==> config.mk <==
export PLATFORM = sky130hd
export DESIGN_NAME = slj_sqrt
export DESIGN_NICKNAME = d
export VERILOG_FILES = /design/src/hdl/slj_pkg.sv /design/src/hdl/slj_sqrt.sv
export SDC_FILE = /design/constraint.sdc
export NUM_CORES = 2
export LEC_CHECK = 0
export BUFFER_PORTS_ARGS = -buffer_cell sky130_fd_sc_hd__clkbuf_2
export CORE_MARGIN = 2
export CORE_UTILIZATION = 30
export CTS_CLUSTER_DIAMETER = 150
export CTS_CLUSTER_SIZE = 14
export DETAILED_ROUTE_END_ITERATION = 6
export HOLD_SLACK_MARGIN = 0.12
export PLACE_DENSITY = 0.47
export SKIP_LAST_GASP = 1
export SYNTH_ARGS = -nofsm -noshare
export SYNTH_HDL_FRONTEND = slang
export SYNTH_SLANG_ARGS = --single-unit
export TNS_END_PERCENT = 30
==> constraint.sdc <==
create_clock -name clk -period 9.4 [get_ports clk]
set_clock_uncertainty 0.15 [all_clocks]
set_input_delay 0.47 -clock clk [delete_from_list [all_inputs] [get_ports clk]]
set_output_delay 0.47 -clock clk [all_outputs]
set_load 0.02 [all_outputs]
==> src/hdl/slj_pkg.sv <==
// ----------------------------------------------------------------------------
// slj_pkg
// Types, widths, register indexes and pipeline lengths shared by the
// shifted Lennard-Jones pair energy pipeline.
// ----------------------------------------------------------------------------
package slj_pkg;

  localparam int unsigned CFG_W   = 21;
  localparam int unsigned CFG_IDX_W = 2;

  localparam logic [CFG_IDX_W-1:0] CFG_CUTOFF_FACTOR = 2'd0;
  localparam logic [CFG_IDX_W-1:0] CFG_SHIFT_CORE    = 2'd1;

  localparam logic [CFG_W-1:0] CUTOFF_FACTOR_RST = 21'd163840;
  localparam logic [CFG_W-1:0] SHIFT_CORE_RST    = 21'd65536;

  // 2^(1/6) in Q16.16
  localparam logic [16:0] K_Q16 = 17'd73562;

  // sqrt: one result bit per stage
  localparam int unsigned SQ_IN_W   = 62;
  localparam int unsigned SQ_W      = 63;
  localparam int unsigned ROOT_W    = 31;
  localparam int unsigned SQ_STAGES = 31;

  // divider: one quotient bit per stage
  localparam int unsigned DV_D_W    = 32;
  localparam int unsigned DV_Q_W    = 36;
  localparam int unsigned DV_STAGES = 36;

  // lj term pipeline
  localparam int unsigned TM_STAGES = 12;
  localparam int unsigned TERM_W    = 53;

  // 2^48 / 2^36, remainder after the leading quotient bits of 1/cutoff_factor
  localparam logic [DV_D_W-1:0] G_REM0 = 32'd4096;

  localparam int unsigned SLJ_LATENCY = 4 + SQ_STAGES + 1 + DV_STAGES + TM_STAGES + 1;

  localparam logic signed [47:0] OUT_MAX = 48'sh7FFF_FFFF_FFFF;
  localparam logic signed [47:0] OUT_MIN = 48'sh8000_0000_0000;

  typedef struct packed {
    logic signed [31:0] pos_a_x;
    logic signed [31:0] pos_a_y;
    logic signed [31:0] pos_a_z;
    logic signed [31:0] pos_b_x;
    logic signed [31:0] pos_b_y;
    logic signed [31:0] pos_b_z;
    logic [23:0]        diam_a;
    logic [23:0]        diam_b;
    logic [23:0]        well_depth;
    logic               pair_kind;
  } in_item_t;

  typedef struct packed {
    logic signed [47:0] half_energy;
    logic               within_cutoff;
    logic               saturated;
  } out_item_t;

endpackage

==> src/hdl/slj_sqrt.sv <==
// ----------------------------------------------------------------------------
// slj_sqrt
// Pipelined integer square root, one root bit resolved per stage.
// ----------------------------------------------------------------------------
module slj_sqrt (
  input  logic                         clk,
  input  logic [slj_pkg::SQ_IN_W-1:0]  rad,
  output logic [slj_pkg::ROOT_W-1:0]   root
);
  import slj_pkg::*;

  logic [SQ_W-1:0] v_r     [SQ_STAGES];
  logic [SQ_W-1:0] res_r   [SQ_STAGES];
  logic [SQ_W-1:0] v_nxt   [SQ_STAGES];
  logic [SQ_W-1:0] res_nxt [SQ_STAGES];

  always_comb begin
    logic [SQ_W-1:0] v_in;
    logic [SQ_W-1:0] res_in;
    logic [SQ_W-1:0] bitv;
    logic [SQ_W-1:0] trial;
    for (int k = 0; k < SQ_STAGES; k++) begin
      if (k == 0) begin
        v_in   = {1'b0, rad};
        res_in = '0;
      end else begin
        v_in   = v_r[k-1];
        res_in = res_r[k-1];
      end
      bitv  = SQ_W'(1) << (2 * (SQ_STAGES - 1 - k));
      trial = res_in + bitv;
      if (v_in >= trial) begin
        v_nxt[k]   = v_in - trial;
        res_nxt[k] = (res_in >> 1) + bitv;
      end else begin
        v_nxt[k]   = v_in;
        res_nxt[k] = res_in >> 1;
      end
    end
  end

  always_ff @(posedge clk) begin
    for (int k = 0; k < SQ_STAGES; k++) begin
      v_r[k]   <= v_nxt[k];
      res_r[k] <= res_nxt[k];
    end
  end

  assign root = res_r[SQ_STAGES-1][ROOT_W-1:0];

endmodule

# After elaboration in Yosys (flattened, before gate mapping)
# Memory sizes are Yosys's and may differ from the RTL's.
# Index checks and enable logic that the tools add are counted.
[totals] reg_bits=0 latch_bits=0 ramBits=3906 rom_bits=0 in_bits=63 output_inout_bits=31 n_memories=2
[mem_list] name="res_r" words=31 word_bits=63 read_ports=31 rd_clocked_by_memory_dff=0 write_ports=31 line="slj_sqrt.sv:13" rtl="logic [SQ_W-1:0] res_r [SQ_STAGES];"
[mem_list] name="v_r" words=31 word_bits=63 read_ports=30 rd_clocked_by_memory_dff=0 write_ports=31 line="slj_sqrt.sv:12" rtl="logic [SQ_W-1:0] v_r [SQ_STAGES];"
[classes] addsub=91 multipliers=0 div_mod_pow=0 order_cmp=31 eq_ne=0 shifts=0 n_mux=62 bitwise_logic=0 n_reduce_logical=0
[op_table] cell="63-bit 2-to-1 mux" n=61
[op_table] cell="63-bit greater-or-equal comparator" n=30
[op_table] cell="63-bit subtractor" n=30
[op_table] cell="62-bit by 1-bit adder with 63-bit output (second input constant)" n=1
[op_table] cell="62-bit by 11-bit adder with 63-bit output (second input constant)" n=1
[op_table] cell="62-bit by 13-bit adder with 63-bit output (second input constant)" n=1
[op_table] cell="62-bit by 15-bit adder with 63-bit output (second input constant)" n=1
[op_table] cell="62-bit by 17-bit adder with 63-bit output (second input constant)" n=1
[op_table] cell="62-bit by 19-bit adder with 63-bit output (second input constant)" n=1
[op_table] cell="62-bit by 21-bit adder with 63-bit output (second input constant)" n=1
[op_table] cell="62-bit by 23-bit adder with 63-bit output (second input constant)" n=1
[op_table] cell="62-bit by 25-bit adder with 63-bit output (second input constant)" n=1
[op_table] cell="62-bit by 27-bit adder with 63-bit output (second input constant)" n=1
[op_table] cell="62-bit by 29-bit adder with 63-bit output (second input constant)" n=1
[op_table] cell="62-bit by 3-bit adder with 63-bit output (second input constant)" n=1
[op_table] cell="62-bit by 31-bit adder with 63-bit output (second input constant)" n=1
[op_table] cell="62-bit by 33-bit adder with 63-bit output (second input constant)" n=1
[op_table] cell="62-bit by 35-bit adder with 63-bit output (second input constant)" n=1
[op_table] cell="62-bit by 37-bit adder with 63-bit output (second input constant)" n=1
[op_table] cell="62-bit by 39-bit adder with 63-bit output (second input constant)" n=1
[op_table] cell="62-bit by 41-bit adder with 63-bit output (second input constant)" n=1
[op_table] cell="62-bit by 43-bit adder with 63-bit output (second input constant)" n=1
[op_table] cell="62-bit by 45-bit adder with 63-bit output (second input constant)" n=1
[op_table] cell="62-bit by 47-bit adder with 63-bit output (second input constant)" n=1
[op_table] cell="other kinds (42)" n=42

# Depth between registers and ports, before layout
# An unclocked memory read counts as a cell.
[logic_depth] ltp_word=4 ltp_mapped=15 ltp_nobuf=12

# Least setup slack after synthesis
# Ideal clock, no wire load.
[synth_timing] path_type="reg-to-reg" from="memory res_r[27][32], in the netlist res_r[1][725]" to="memory v_r[28][52], in the netlist v_r[1][808]" arrival_time_ns=3.295 required_ns=9.116 slack_ns=5.821 path_stages_with_launch=14 period_less_slack_ns=3.579 cell_sequence="dfxtp_1 inv_1 ha_1 clkbuf_1 a21o_1 a211o_1 or2_2 or3_1 a2111oi_0 o31a_1 or3b_2 clkbuf_1 nor4_1 xor2_1"
[synth_lines] element="start: declaration" line="slj_sqrt.sv:13"
[synth_lines] element="end: declaration" line="slj_sqrt.sv:12"

==> impl_metrics.env <==
export IMPL_outcome="finished clean"
export IMPL_seq_area_mm2=0.0478
export IMPL_hold_path_startpoint="v_r[1][756]"
export IMPL_leakagePower_nw=45.7
export IMPL_initial_core_util_pct=30.2
export IMPL_p_switching_w=0.00980
export IMPL_period_needed_ns=5.53
export IMPL_ys_flop_type="dfxtp_1"
export IMPL_core_area_mm2=0.300
export IMPL_crit_path_end_kind="register"
export IMPL_avgSynthCellArea_um2=10.0
export IMPL_synth_area_mm2=0.0905
export IMPL_p_total_w=0.0291
export IMPL_switching_share_pct=33.7
export IMPL_path_cells="or3_1 -> nor3_1 -> nand3_1 -> nor4_1 -> nand4_1 -> and3_1 -> nand2_2 -> nand4b_1 -> nor4b_1 -> xor2_1"
export IMPL_vias_per_cell=4.82
export IMPL_fin_tns_setup_ns=0
export IMPL_drt_iter0_drc=3876
export IMPL_setup_viol=0
export IMPL_final_cells=13300
export IMPL_rsz0062_at_grt="no"
export IMPL_dp_cells=12900
export IMPL_crit_buf_inv=0
export IMPL_use_met3_pct=2.18
export IMPL_cts_inserted_buffers=196
export IMPL_grt_overflow=0
export IMPL_path_max_fanout=53
export IMPL_grt_pass1_wl_um=394000
export IMPL_busiest_layer="met2"
export IMPL_drtAntennaViolNets=0
export IMPL_period_share_pct=58.8
export IMPL_cts_buffer_depth=4
export IMPL_finalHoldViolCount=0
export IMPL_drive_above_1_share_pct=5.71
export IMPL_critPathKind="register to register"
export IMPL_grt_max_degree=61
export IMPL_place_area_mm2=0.0955
export IMPL_yosysSeqAreaShare_pct=52.8
export IMPL_seq_power_share_pct=50.1
export IMPL_use_met2_pct=29.9
export IMPL_cap_violations=0
export IMPL_clock_latency_ns=0.90
export IMPL_arrival_ns=6.14
export IMPL_multi_input_area_mm2=0.0397
export IMPL_vias=64100
export IMPL_num_nets_final=9899
export IMPL_rows=201
export IMPL_grtUsageMet1_pct=20.1
export IMPL_die_area_mm2=0.306
export IMPL_die_h_um=553
export IMPL_clkSinkCount=2386
export IMPL_wl_per_cell_um=19.6
export IMPL_grt_pass1_vias=64800
export IMPL_htree_levels=4
export IMPL_firstDrtPassIters=6
export IMPL_ctsRootBufferMaster="clkbuf_16"
export IMPL_final_area_mm2=0.102
export IMPL_grt_usage_pct=16.6
export IMPL_gp_congestion=0.897
export IMPL_die_x_um=553
export IMPL_hp_class="register to register"
export IMPL_dp_hpwl_um=210000
export IMPL_fillerInstances=30200
export IMPL_antenna_found_initial=15
export IMPL_slowest_delay_ns=1.04
export IMPL_synth_edf_count=0
export IMPL_portBuffers=93
export IMPL_syn_inst=9049
export IMPL_clk_pin_slew_ns=0.07
export IMPL_worstMarginPinSlew_ns=1.36
export IMPL_p_int_w=0.0193
export IMPL_synth_fp_nets=9637
export IMPL_startpoint="v_r[1][614]"
export IMPL_r2r_start="v_r[1][614]"
export IMPL_p_per_area_mw_per_mm2=285
export IMPL_io_pins=94
export IMPL_fmax_ghz=0.181
export IMPL_finalWirelength_um=261000
export IMPL_holdWs_ns=0.150
export IMPL_ys_types=84
export IMPL_drv_slew=0
export IMPL_yosys_warnings=0
export IMPL_required_ns=10.01
export IMPL_path_delay_family="simple AND/OR/NAND/NOR gates"
export IMPL_pwr_share_clk_pct=25.1
export IMPL_cp_slowest_cell="nor3_1"
export IMPL_ys_ff_latch=2386
export IMPL_cts_tree="done"
export IMPL_max_slew_margin_rel_pct=8.61
export IMPL_combPwrFrac_pct=24.9
export IMPL_syn_to_final_growth_pct=12.6
export IMPL_drc=0
export IMPL_async_flop_share_pct=0
export IMPL_ir_drop_uv=172
export IMPL_cp_start_kind="register"
-- worst paths after layout --
| path | end | slack (ns) | cells after the start |
|---|---|---|---|
| worst min-delay path | v_r[1][819] | 0.15 | 0 |
| worst min register to register | v_r[1][819] | 0.15 | 0 |
| worst max register to register | v_r[1][671] | 3.87 | 10 |
| worst max-delay path | v_r[1][671] | 3.87 | 10 |
-- layer usage --
layer / part of all wire [%] / wire length, um
met5: 0 / 0
met4: 3.5 / 9170
met3: 3.6 / 9350
met2: 50 / 130000
met1: 43 / 112000
-- worst reg2reg max path, delay by kind of cell (launching register included) --
family	cells	cell delay, ns
flip-flops	1	0.33
XOR/XNOR	1	0.17
AND/OR/NAND/NOR	9	4.82
-- through the flow --
stage | setup slack (ns) | utilization, %
final | 3.87 | 34.0
after global routing | 3.56 | 34.0
after CTS | 3.93 | 33.9
after detailed placement | 3.96 | 31.8
after global placement | 4.02 | 31.8
after floorplan | 5.82 | -
-- cell families (layout without fill, tap and decap cells) --
logic type / after synthesis / in the layout / synth area share, %
simple gates: 2678 / 2678 / 15.4
flops: 2386 / 2386 / 52.8
other cells: 0 / 3 / 0
compound gates: 1662 / 1662 / 11.4
xor+xnor: 846 / 846 / 8.19
buf+inv: 832 / 1100 / 3.46
fa+ha+maj: 525 / 525 / 7.26
mux: 120 / 120 / 1.48
-- sequential cells by signal (all words and copies together), names as in the netlist --
name   flops
res_r    496
v_r     1890
-- power groups by stage --
stage	logic (W)	registers (W)	clock network, W
2_1_floorplan	0.00540	0.0137	0
3_3_place_gp	0.00712	0.0148	0
3_5_place_dp	0.00714	0.0148	0
4_1_cts	0.00724	0.0146	0.00756
5_1_grt	0.00802	0.0148	0.00791
6_report	0.00724	0.0146	0.00729
-- synth_stat cells, drive strengths merged (36+ instances only) --
library cell	n	area, um2
nand4	159	995
inv	653	2450
xnor2	478	4190
a211oi	36	275
nor4	341	2150
nor4b	43	377
o21ai	352	1760
or2	46	288
ha	525	6570
xor2	368	3220
mux2	110	1240
nand2	486	1820
nand3	141	706
o21a	97	728
nor3	245	1230
and3	47	294
nor2b	87	544
a21oi	586	2930
a21o	226	1700
dfxtp	2386	47800
o21bai	54	405
a31oi	45	282
nor2	644	2420
clkbuf	153	574
o31ai	37	278
or4	62	465
or3	103	644
nand2b	115	719
-- placed cells by master (no fill, tap or decap), types with 22 or more instances in the layout --
cell type	synthesis	routed
clkbuf_2	0	93
nor3b_1	23	22
or4_1	62	62
buf_4	0	26
a21o_1	226	226
nand4b_1	26	26
or2_2	44	44
mux2_2	110	110
nand4_1	159	159
xnor2_1	478	478
a211oi_1	35	35
o21a_1	97	97
nor4_1	340	337
nand3_1	141	141
o21ai_0	347	346
a21oi_1	586	586
o21bai_1	54	54
and2_1	27	27
nor2b_1	87	87
inv_1	652	652
and3_1	47	47
o211ai_1	27	27
nor3_1	244	244
o31ai_1	37	36
clkbuf_16	0	199
nor2_1	644	644
nor4b_1	43	43
a21boi_0	28	28
or3_1	103	103
ha_1	525	525
nand3b_1	32	32
xor2_1	368	368
nand2_1	486	485
nand2b_1	115	114
a31oi_1	45	45
dfxtp_1	2386	2386
dlygate4sd3_1	0	124
-- final cells by class --
class	instances	area share, %
Sequential cell	2386	46.9
Tap cell	3958	4.86
Inverter	653	2.41
Antenna cell	3	0.00737
Timing Repair Buffer	243	1.87
Clock buffer	199	4.89
Clock inverter	5	0.124
Multi-Input combinational cell	5831	39.0
-- timing repair --
item,CTS,global route
hold buffers,124,0
buffers inserted,0,0
endpoints found under the hold margin,64,0
gates resized for setup,0,0
endpoints found under the setup margin,0,0
(Power assumes the default switching activity.)
